[src/rtl/encoder_accel_target_setpoint_top_assert.svh]
// Assertion macros for the encoder target setpoint block.
// Used by encoder_accel_target_setpoint_top; expects clk and arst_n in scope.
`ifndef ENCODER_ACCEL_TARGET_SETPOINT_TOP_ASSERT_SVH
`define ENCODER_ACCEL_TARGET_SETPOINT_TOP_ASSERT_SVH
`ifndef SYNTHESIS
`define EATS_ASSERT(lbl, prop) \
	lbl: assert property (@(posedge clk) disable iff (!arst_n) (prop)) \
		else $error("assertion failed");
`define EATS_ASSERT_NEXT(lbl, ante, cons) \
	lbl: assert property (@(posedge clk) disable iff (!arst_n) (ante) |=> (cons)) \
		else $error("assertion failed");
`else
`define EATS_ASSERT(lbl, prop)
`define EATS_ASSERT_NEXT(lbl, ante, cons)
`endif
`endif

[src/rtl/eats_pkg.sv]
// Package for the encoder target setpoint block: payload types and constants.
// No dependencies.
`timescale 1ns / 1ps

package eats_pkg;

	typedef struct packed {
		logic        direction_up;
		logic [31:0] tick_ms;
	} det_t;

	typedef struct packed {
		logic [9:0] target_value;
		logic [4:0] step_applied;
	} tgt_t;

	localparam logic [1:0] CFG_PRESET_MODE = 2'd0;
	localparam logic [1:0] CFG_TARGET_MAX  = 2'd1;
	localparam logic [1:0] CFG_TARGET_MIN  = 2'd2;
	localparam logic [1:0] CFG_WINDOW_MS   = 2'd3;

	localparam logic [9:0]  RST_TARGET_MAX = 10'd450;
	localparam logic [9:0]  RST_TARGET_MIN = 10'd200;
	localparam logic [15:0] RST_WINDOW_MS  = 16'd500;
	localparam logic [9:0]  RST_TARGET     = 10'd300;
	localparam logic [1:0]  RST_PRESET_IDX = 2'd1;

	localparam logic [4:0] STEP_UNIT      = 5'd5;
	localparam logic [3:0] COUNT_MAX      = 4'd15;
	localparam logic [1:0] PRESET_IDX_MAX = 2'd3;
	localparam logic [9:0] PRESET_BASE    = 10'd300;
	localparam logic [9:0] PRESET_SPACING = 10'd50;

endpackage

[src/rtl/encoder_accel_target_setpoint_top.sv]
// Encoder detent to target setpoint with rotation acceleration.
// Depends on eats_pkg and encoder_accel_target_setpoint_top_assert.svh.
`timescale 1ns / 1ps
`include "encoder_accel_target_setpoint_top_assert.svh"

// One detent request is taken every clock cycle while the result is not stalled; it
// passes one input register and one result register in turn, and the setpoint
// state is read and updated in the single stage between them, so back-to-back
// detents see each other's updates. A stalled result holds the pipe; the input
// register still takes one request while the result waits. Configuration
// writes are always ready and must only be issued while the block is idle.
module encoder_accel_target_setpoint_top
	import eats_pkg::*;
(
	input  logic       clk,
	input  logic       arst_n,
	input  logic       det_valid,
	output logic       det_ready,
	input  det_t       det,
	output logic       tgt_valid,
	input  logic       tgt_ready,
	output tgt_t       tgt,
	input  logic       cfg_valid,
	output logic       cfg_ready,
	input  logic [1:0] cfg_index,
	input  logic [15:0] cfg_data
);

	logic        preset_mode_q;
	logic [9:0]  target_max_q;
	logic [9:0]  target_min_q;
	logic [15:0] window_q;

	logic [31:0] last_time_q;
	logic [3:0]  count_q;
	logic [9:0]  target_q;
	logic [1:0]  preset_idx_q;

	logic        valid_s1;
	det_t        det_s1;
	logic        tgt_valid_q;
	tgt_t        tgt_q;
	logic        adv;

	logic [31:0]        gap;
	logic               restart;
	logic [3:0]         count_n;
	logic [4:0]         step;
	logic               take_step;
	logic [10:0]        up_sum;
	logic signed [10:0] dn_diff;
	logic [9:0]         floor_v;
	logic [1:0]         idx_n;
	logic [9:0]         target_n;

	assign adv       = !tgt_valid_q || tgt_ready;
	assign det_ready = !valid_s1 || adv;
	assign cfg_ready = 1'b1;
	assign tgt_valid = tgt_valid_q;
	assign tgt       = tgt_q;

	always_ff @(posedge clk or negedge arst_n) begin
		if (!arst_n) begin
			preset_mode_q <= 1'b0;
			target_max_q  <= RST_TARGET_MAX;
			target_min_q  <= RST_TARGET_MIN;
			window_q      <= RST_WINDOW_MS;
		end else if (cfg_valid) begin
			case (cfg_index)
				CFG_PRESET_MODE: preset_mode_q <= cfg_data[0];
				CFG_TARGET_MAX:  target_max_q  <= cfg_data[9:0];
				CFG_TARGET_MIN:  target_min_q  <= cfg_data[9:0];
				CFG_WINDOW_MS:   window_q      <= cfg_data;
				default: ;
			endcase
		end
	end

	// acceleration: count of detents within the window
	always_comb begin
		gap     = det_s1.tick_ms - last_time_q;
		restart = (last_time_q == 32'd0) || (gap > {16'd0, window_q});
		if (restart)
			count_n = 4'd1;
		else if (count_q < COUNT_MAX)
			count_n = count_q + 4'd1;
		else
			count_n = count_q;
		case (count_n) inside
			[4'd4:4'd6]:   step = STEP_UNIT * 5'd2;
			[4'd7:4'd9]:   step = STEP_UNIT * 5'd3;
			[4'd10:4'd12]: step = STEP_UNIT * 5'd4;
			[4'd13:4'd15]: step = STEP_UNIT * 5'd5;
			default:       step = STEP_UNIT;
		endcase
	end

	always_comb begin
		floor_v  = (target_min_q < {5'd0, STEP_UNIT}) ? 10'd0
			: target_min_q - {5'd0, STEP_UNIT};
		up_sum   = {1'b0, target_q} + {6'd0, step};
		dn_diff  = $signed({1'b0, target_q}) - $signed({6'd0, step});
		idx_n    = preset_idx_q;
		target_n = target_q;
		take_step = 1'b0;
		if (preset_mode_q) begin
			if (det_s1.direction_up) begin
				if (preset_idx_q < PRESET_IDX_MAX)
					idx_n = preset_idx_q + 2'd1;
			end else if (preset_idx_q > 2'd1) begin
				idx_n = preset_idx_q - 2'd1;
			end
			case (idx_n)
				2'd2:    target_n = PRESET_BASE + PRESET_SPACING;
				2'd3:    target_n = PRESET_BASE + PRESET_SPACING + PRESET_SPACING;
				default: target_n = PRESET_BASE;
			endcase
		end else if (det_s1.direction_up) begin
			take_step = target_q < target_max_q;
			if (take_step) begin
				if (up_sum > {1'b0, target_max_q})
					target_n = target_max_q;
				else
					target_n = up_sum[9:0];
			end else if (target_q > target_max_q) begin
				target_n = target_max_q;
			end
		end else begin
			take_step = target_q >= target_min_q;
			if (take_step) begin
				if (dn_diff < $signed({1'b0, floor_v}))
					target_n = floor_v;
				else
					target_n = dn_diff[9:0];
			end else if (target_q < floor_v) begin
				target_n = floor_v;
			end
		end
	end

	always_ff @(posedge clk or negedge arst_n) begin
		if (!arst_n) begin
			valid_s1     <= 1'b0;
			tgt_valid_q  <= 1'b0;
			last_time_q  <= 32'd0;
			count_q      <= 4'd0;
			target_q     <= RST_TARGET;
			preset_idx_q <= RST_PRESET_IDX;
		end else begin
			if (det_ready)
				valid_s1 <= det_valid;
			if (adv)
				tgt_valid_q <= valid_s1;
			if (valid_s1 && adv) begin
				target_q     <= target_n;
				preset_idx_q <= idx_n;
				if (take_step) begin
					last_time_q <= det_s1.tick_ms;
					count_q     <= count_n;
				end
			end
		end
	end

	always_ff @(posedge clk) begin
		if (det_ready && det_valid)
			det_s1 <= det;
		if (valid_s1 && adv) begin
			tgt_q.target_value <= target_n;
			tgt_q.step_applied <= take_step ? step : 5'd0;
		end
	end

	`EATS_ASSERT(a_step_legal, !tgt_valid || tgt.step_applied == 5'd0 || tgt.step_applied == 5'd5 || tgt.step_applied == 5'd10 || tgt.step_applied == 5'd15 || tgt.step_applied == 5'd20 || tgt.step_applied == 5'd25)
	`EATS_ASSERT(a_preset_no_step, !(tgt_valid && preset_mode_q) || tgt.step_applied == 5'd0)
	`EATS_ASSERT_NEXT(a_s1_hold, valid_s1 && !adv, valid_s1 && $stable(det_s1))
	`EATS_ASSERT_NEXT(a_count_live, valid_s1 && adv && take_step, count_q != 4'd0)

endmodule

[config.mk]
export PLATFORM = sky130hd
export DESIGN_NAME = encoder_accel_target_setpoint_top
export DESIGN_NICKNAME = d
export VERILOG_FILES = /design/src/rtl/eats_pkg.sv /design/src/rtl/encoder_accel_target_setpoint_top.sv
export VERILOG_INCLUDE_DIRS = /design/src /design/src/rtl
export SDC_FILE = /design/constraint.sdc
export NUM_CORES = 1
export LEC_CHECK = 0
export ABC_AREA = 1
export BUFFER_PORTS_ARGS = -buffer_cell sky130_fd_sc_hd__buf_2
export CAP_MARGIN = 20
export CORE_MARGIN = 2
export CORE_UTILIZATION = 55
export DETAILED_ROUTE_END_ITERATION = 8
export GPL_TIMING_DRIVEN = 0
export PLACE_DENSITY = 0.74
export RECOVER_POWER = 50
export SKIP_LAST_GASP = 1
export SLEW_MARGIN = 15
export SYNTH_ARGS = -nofsm -noshare
export SYNTH_HDL_FRONTEND = slang
export SYNTH_SLANG_ARGS = --single-unit
[constraint.sdc]
create_clock -name clk -period 11 [get_ports clk]
set_clock_uncertainty 0.2 [all_clocks]
set_input_delay 0.55 -clock clk [delete_from_list [all_inputs] [get_ports clk]]
set_output_delay 0.55 -clock clk [all_outputs]
set_load 0.03 [all_outputs]
==> Flow_metrics.wiki <==
{| class="wikitable"
! Metric !! Value
|-
| Power Total || 0.003603 W
|-
| Detailed Route Iter0 Violations || 725
|-
| Power density over the cells || 288.6 nW/um2
|-
| Average wire length per cell after detail routing || 14.88 um
|-
| Max stage delay on crit path || 0.48 ns
|-
| Setup violators final || 0
|-
| Yosys synthesis warning count || 0
|-
| Slew at the pin closest to its max-slew limit || 2.433 ns
|-
| Fraction of layout instances using a drive strength above 1 || 12.98%
|-
| Top fanout value on the critical path || 7
|-
| Ratio of final minimum period to clock period || 69.41%
|-
| Endpoint kind of the worst setup timing path || flip-flop
|-
| H-tree depth || 4
|-
| Layout Area Growth over Synthesis || 11.84%
|-
| Synth Net Count || 1742
|-
| Leading cell type in the layout, fill and taps excluded || sky130_fd_sc_hd__nand2_1
|-
| Post-synthesis cell type count || 57
|-
| Most used cells in the layout excluding fill and tap cells || 458 x sky130_fd_sc_hd__nand2_1, 264 x sky130_fd_sc_hd__inv_1, 110 x sky130_fd_sc_hd__ha_1
|-
| Dominant register cell in the synthesized netlist || sky130_fd_sc_hd__dfrtp_1
|-
| Clock tree from TritonCTS || yes
|-
| Total track usage || 27.90%
|-
| Input/output buffers || 72
|-
| Synthesis-stage register bit count || 135
|-
| Vertical die dimension || 146.5 um
|-
| Area of the die || 21450 um2
|-
| DRC violation count after routing || 0
|-
| Required time at the worst-slack endpoint || 10.97 ns
|-
| Minimum clock period || 7.635 ns
|-
| Pin count of the biggest net entering global routing || 46
|-
| Failing checks || capacitance limit, slew limit
|-
| Worst Hold Class || in -> reg
|-
| Share of flip-flops with an asynchronous set or reset after synthesis || 64.44%
|-
| Total gr overflow || 0
|-
| Number of enable flip-flop cells after synthesis || 48
|-
| Leakage power || 6.670 nW
|-
| Count of max-cap constraint violations || 2
|-
| Critical path launch point type || flip-flop
|-
| Effective utilization at floorplan || 55.52%
|-
| Cell at the root of the clock tree || sky130_fd_sc_hd__clkbuf_16
|-
| Aggregate routed wire length || 29010 um
|-
| Final hold vios || 0
|-
| Cell at the slowest stage of the critical path || sky130_fd_sc_hd__dfrtp_1
|-
| Most common cell on crit path || sky130_fd_sc_hd__nand2_1
|-
| Cell accounting for the most synthesized area || sky130_fd_sc_hd__dfrtp_1
|-
| Launch point of the worst hold path || det[21]
|-
| Reg2Reg Launch Point || last_time_q[0]$_DFFE_PN0P_
|-
| Die X-Extent || 146.5 um
|-
| Sequential fraction of the synthesis area || 32.62%
|-
| Final Max Tran Viols || 90
|-
| Clock slew at reported path FFs || 0.06 ns
|-
| Data arrival time of the critical path || 7.61 ns
|-
| Number of nets at the end of the flow || 1835
|-
| Filler cells || 1828
|-
| CTS resizes || 0
|-
| Number of vias in the routed layout || 10310
|-
| WHS Path Cells || 1
|-
| # rows || 52
|-
| Clock latency on the worst-skew pair || 0.43 ns
|-
| Internal reg-to-reg setup slack || 3.36 ns
|-
| Category of the most critical setup path || reg -> reg
|-
| Cell area after synthesis || 11160 um2
|-
| Via density per instance || 5.288
|-
| First-pass GRT wire length || 47970 um
|-
| Count of cells along the worst register-to-register path || 41
|-
| End of the worst hold path || det_s1[21]$_DFFE_PP_
|-
| Std-Cell Core Area || 20100 um2
|-
| Reg2Reg Capture Point || tgt[9]$_DFFE_PP_
|-
| Max Root-Sink Buffers || 2
|-
| Initial antenna violation count || 0
|-
| First-pass detailed-route iteration total || 5
|-
| Number of top-level pins || 74
|-
| Gate count of the mapped netlist || 1573
|-
| CTS Buf Count || 17
|-
| Post-DP HPWL || 22860 um
|-
| Outcome || complete, but fails checks
|-
| Synth top area cells || sky130_fd_sc_hd__dfrtp_1 15%, sky130_fd_sc_hd__nand2_1 15%, sky130_fd_sc_hd__edfxtp_1 13%
|-
| Syn Area/Cell || 7.096 um2
|-
| VDD IR-drop max || 0.1384 mV
|-
| Total clock sinks || 135
|-
| Via count of the first global-routing pass || 9987
|-
| Final sum of negative setup slack || 0 ns
|-
| Antenna Violating Nets Remaining || 0
|-
| Maximum clock frequency || 131.0 MHz
|-
| RSZ-0062 raised after global routing || no
|-
| Area fraction of the dominant cell type after synthesis || 15.47%
|-
| Diode count || 0
|-
| Final GP Congestion || 0.9455
|-
| Slew headroom || -62.18%
|}
[timing repair]
item                                   4_1_cts  5_1_grt
hold buffers                                 1        0
setup buffers                                0        0
endpoints found under the hold margin       29        0
[power by group]
| part | switching, W | internal, W |
|---|---|---|
| combinational | 0.00146 | 0.000747 |
| sequential | 0.000127 | 0.000679 |
| clock | 0.000225 | 0.000367 |
[synthesized netlist by cell type (6+ instances only)]
cell / instances
sky130_fd_sc_hd__inv_1: 265
sky130_fd_sc_hd__nand3_2: 6
sky130_fd_sc_hd__a21oi_1: 98
sky130_fd_sc_hd__dfrtp_1: 69
sky130_fd_sc_hd__nand3_1: 87
sky130_fd_sc_hd__nor4_1: 9
sky130_fd_sc_hd__o21ai_0: 72
sky130_fd_sc_hd__o211ai_1: 7
sky130_fd_sc_hd__inv_2: 16
sky130_fd_sc_hd__ha_1: 110
sky130_fd_sc_hd__clkbuf_1: 17
sky130_fd_sc_hd__nor3_1: 13
sky130_fd_sc_hd__nor2_4: 7
sky130_fd_sc_hd__o21ai_1: 11
sky130_fd_sc_hd__nand4_1: 24
sky130_fd_sc_hd__dfstp_2: 18
sky130_fd_sc_hd__nor2_1: 108
sky130_fd_sc_hd__nand2_2: 24
sky130_fd_sc_hd__nand2_1: 458
sky130_fd_sc_hd__xor2_1: 25
sky130_fd_sc_hd__nor2_2: 16
sky130_fd_sc_hd__edfxtp_1: 48
[critical path: cells and delay by family, from the launching register on]
kind	cells	cell delay, ns
AO/OA/AOI/OAI	8	1.35
buffers and inverters	2	0.19
AND/OR/NAND/NOR	23	2.92
flip-flops	1	0.48
XOR/XNOR	2	0.35
adder cells (fa/ha/maj)	6	1.90
[metal layers]
| layer | up-vias | part of all wire [%] | track usage (%) |
|---|---|---|---|
| met5 | - | 0 | 0 |
| met4 | 0 | 4.7 | 13.79 |
| met3 | 73 | 4.2 | 3.656 |
| met2 | 314 | 49 | 48.68 |
| met1 | 4693 | 43 | 34.07 |
| li1 | 5227 | - | - |
[registers in the layout (all words and copies together), names as in the netlist, 2 cells and up]
name / flops
count_q: 4
det_s1: 33
last_time_q: 32
preset_idx_q: 2
target_max_q: 10
target_min_q: 10
target_q: 10
tgt: 15
window_q: 16
[cell families (layout without fill, tap and decap cells)]
family	after synthesis	in the layout	synth area share, %
and+or+nand+nor	772	772	30.94
buffers and inverters	306	412	10.47
AOI/OAI and AO/OA	215	215	10.59
DFF	135	135	32.62
adders and majority gates	113	113	12.87
xor gates and xnor gates	28	28	2.197
muxes	3	3	0.2802
other	1	1	0.03360
[worst max path at each step]
stage / start / to / slack, ns / depth (start not counted)
6_report: last_time_q[0]$_DFFE_PN0P_ / tgt[9]$_DFFE_PP_ / 3.36 / 41
5_1_grt: last_time_q[0]$_DFFE_PN0P_ / target_q[9]$_DFFE_PN0P_ / 2.80 / 42
3_5_place_dp: last_time_q[0]$_DFFE_PN0P_ / tgt[9]$_DFFE_PP_ / 3.48 / 41
4_1_cts: last_time_q[0]$_DFFE_PN0P_ / tgt[9]$_DFFE_PP_ / 3.42 / 41
2_1_floorplan: last_time_q[0]$_DFFE_PN0P_ / tgt[5]$_DFFE_PP_ / 4.90 / 44
3_3_place_gp: last_time_q[0]$_DFFE_PN0P_ / tgt[9]$_DFFE_PP_ / 3.58 / 43
[metrics by stage]
stage / utilization, % / cells / area, um2 / hold WS (ns) / worst slack, ns
CTS: 62.24 / 1949 / 12510 / 0.08739 / 3.421
global route: 62.09 / 1949 / 12480 / 0.07855 / 2.805
detailed placement: 59.14 / 1916 / 11890 / 0.2755 / 3.482
global placement: 58.99 / 1915 / 11860 / 0.2725 / 3.576
finish: 62.09 / 1949 / 12480 / 0.09626 / 3.365
floorplan: - / 1573 / 11160 / 0.05441 / 4.902
[layout make-up]
type                       instances  area (um2)  area share [%]
multi-input combinational       1132        6352           50.89
sequential                       135        3641           29.17
inverter                         282        1059           8.480
clock buffer                      22       496.7           3.979
timing repair buffer              74       370.4           2.967
tap                              270       337.8           2.706
clock inverter                    10       115.1          0.9221
buffer                            24       111.4          0.8921
(Power assumes the default switching activity.)
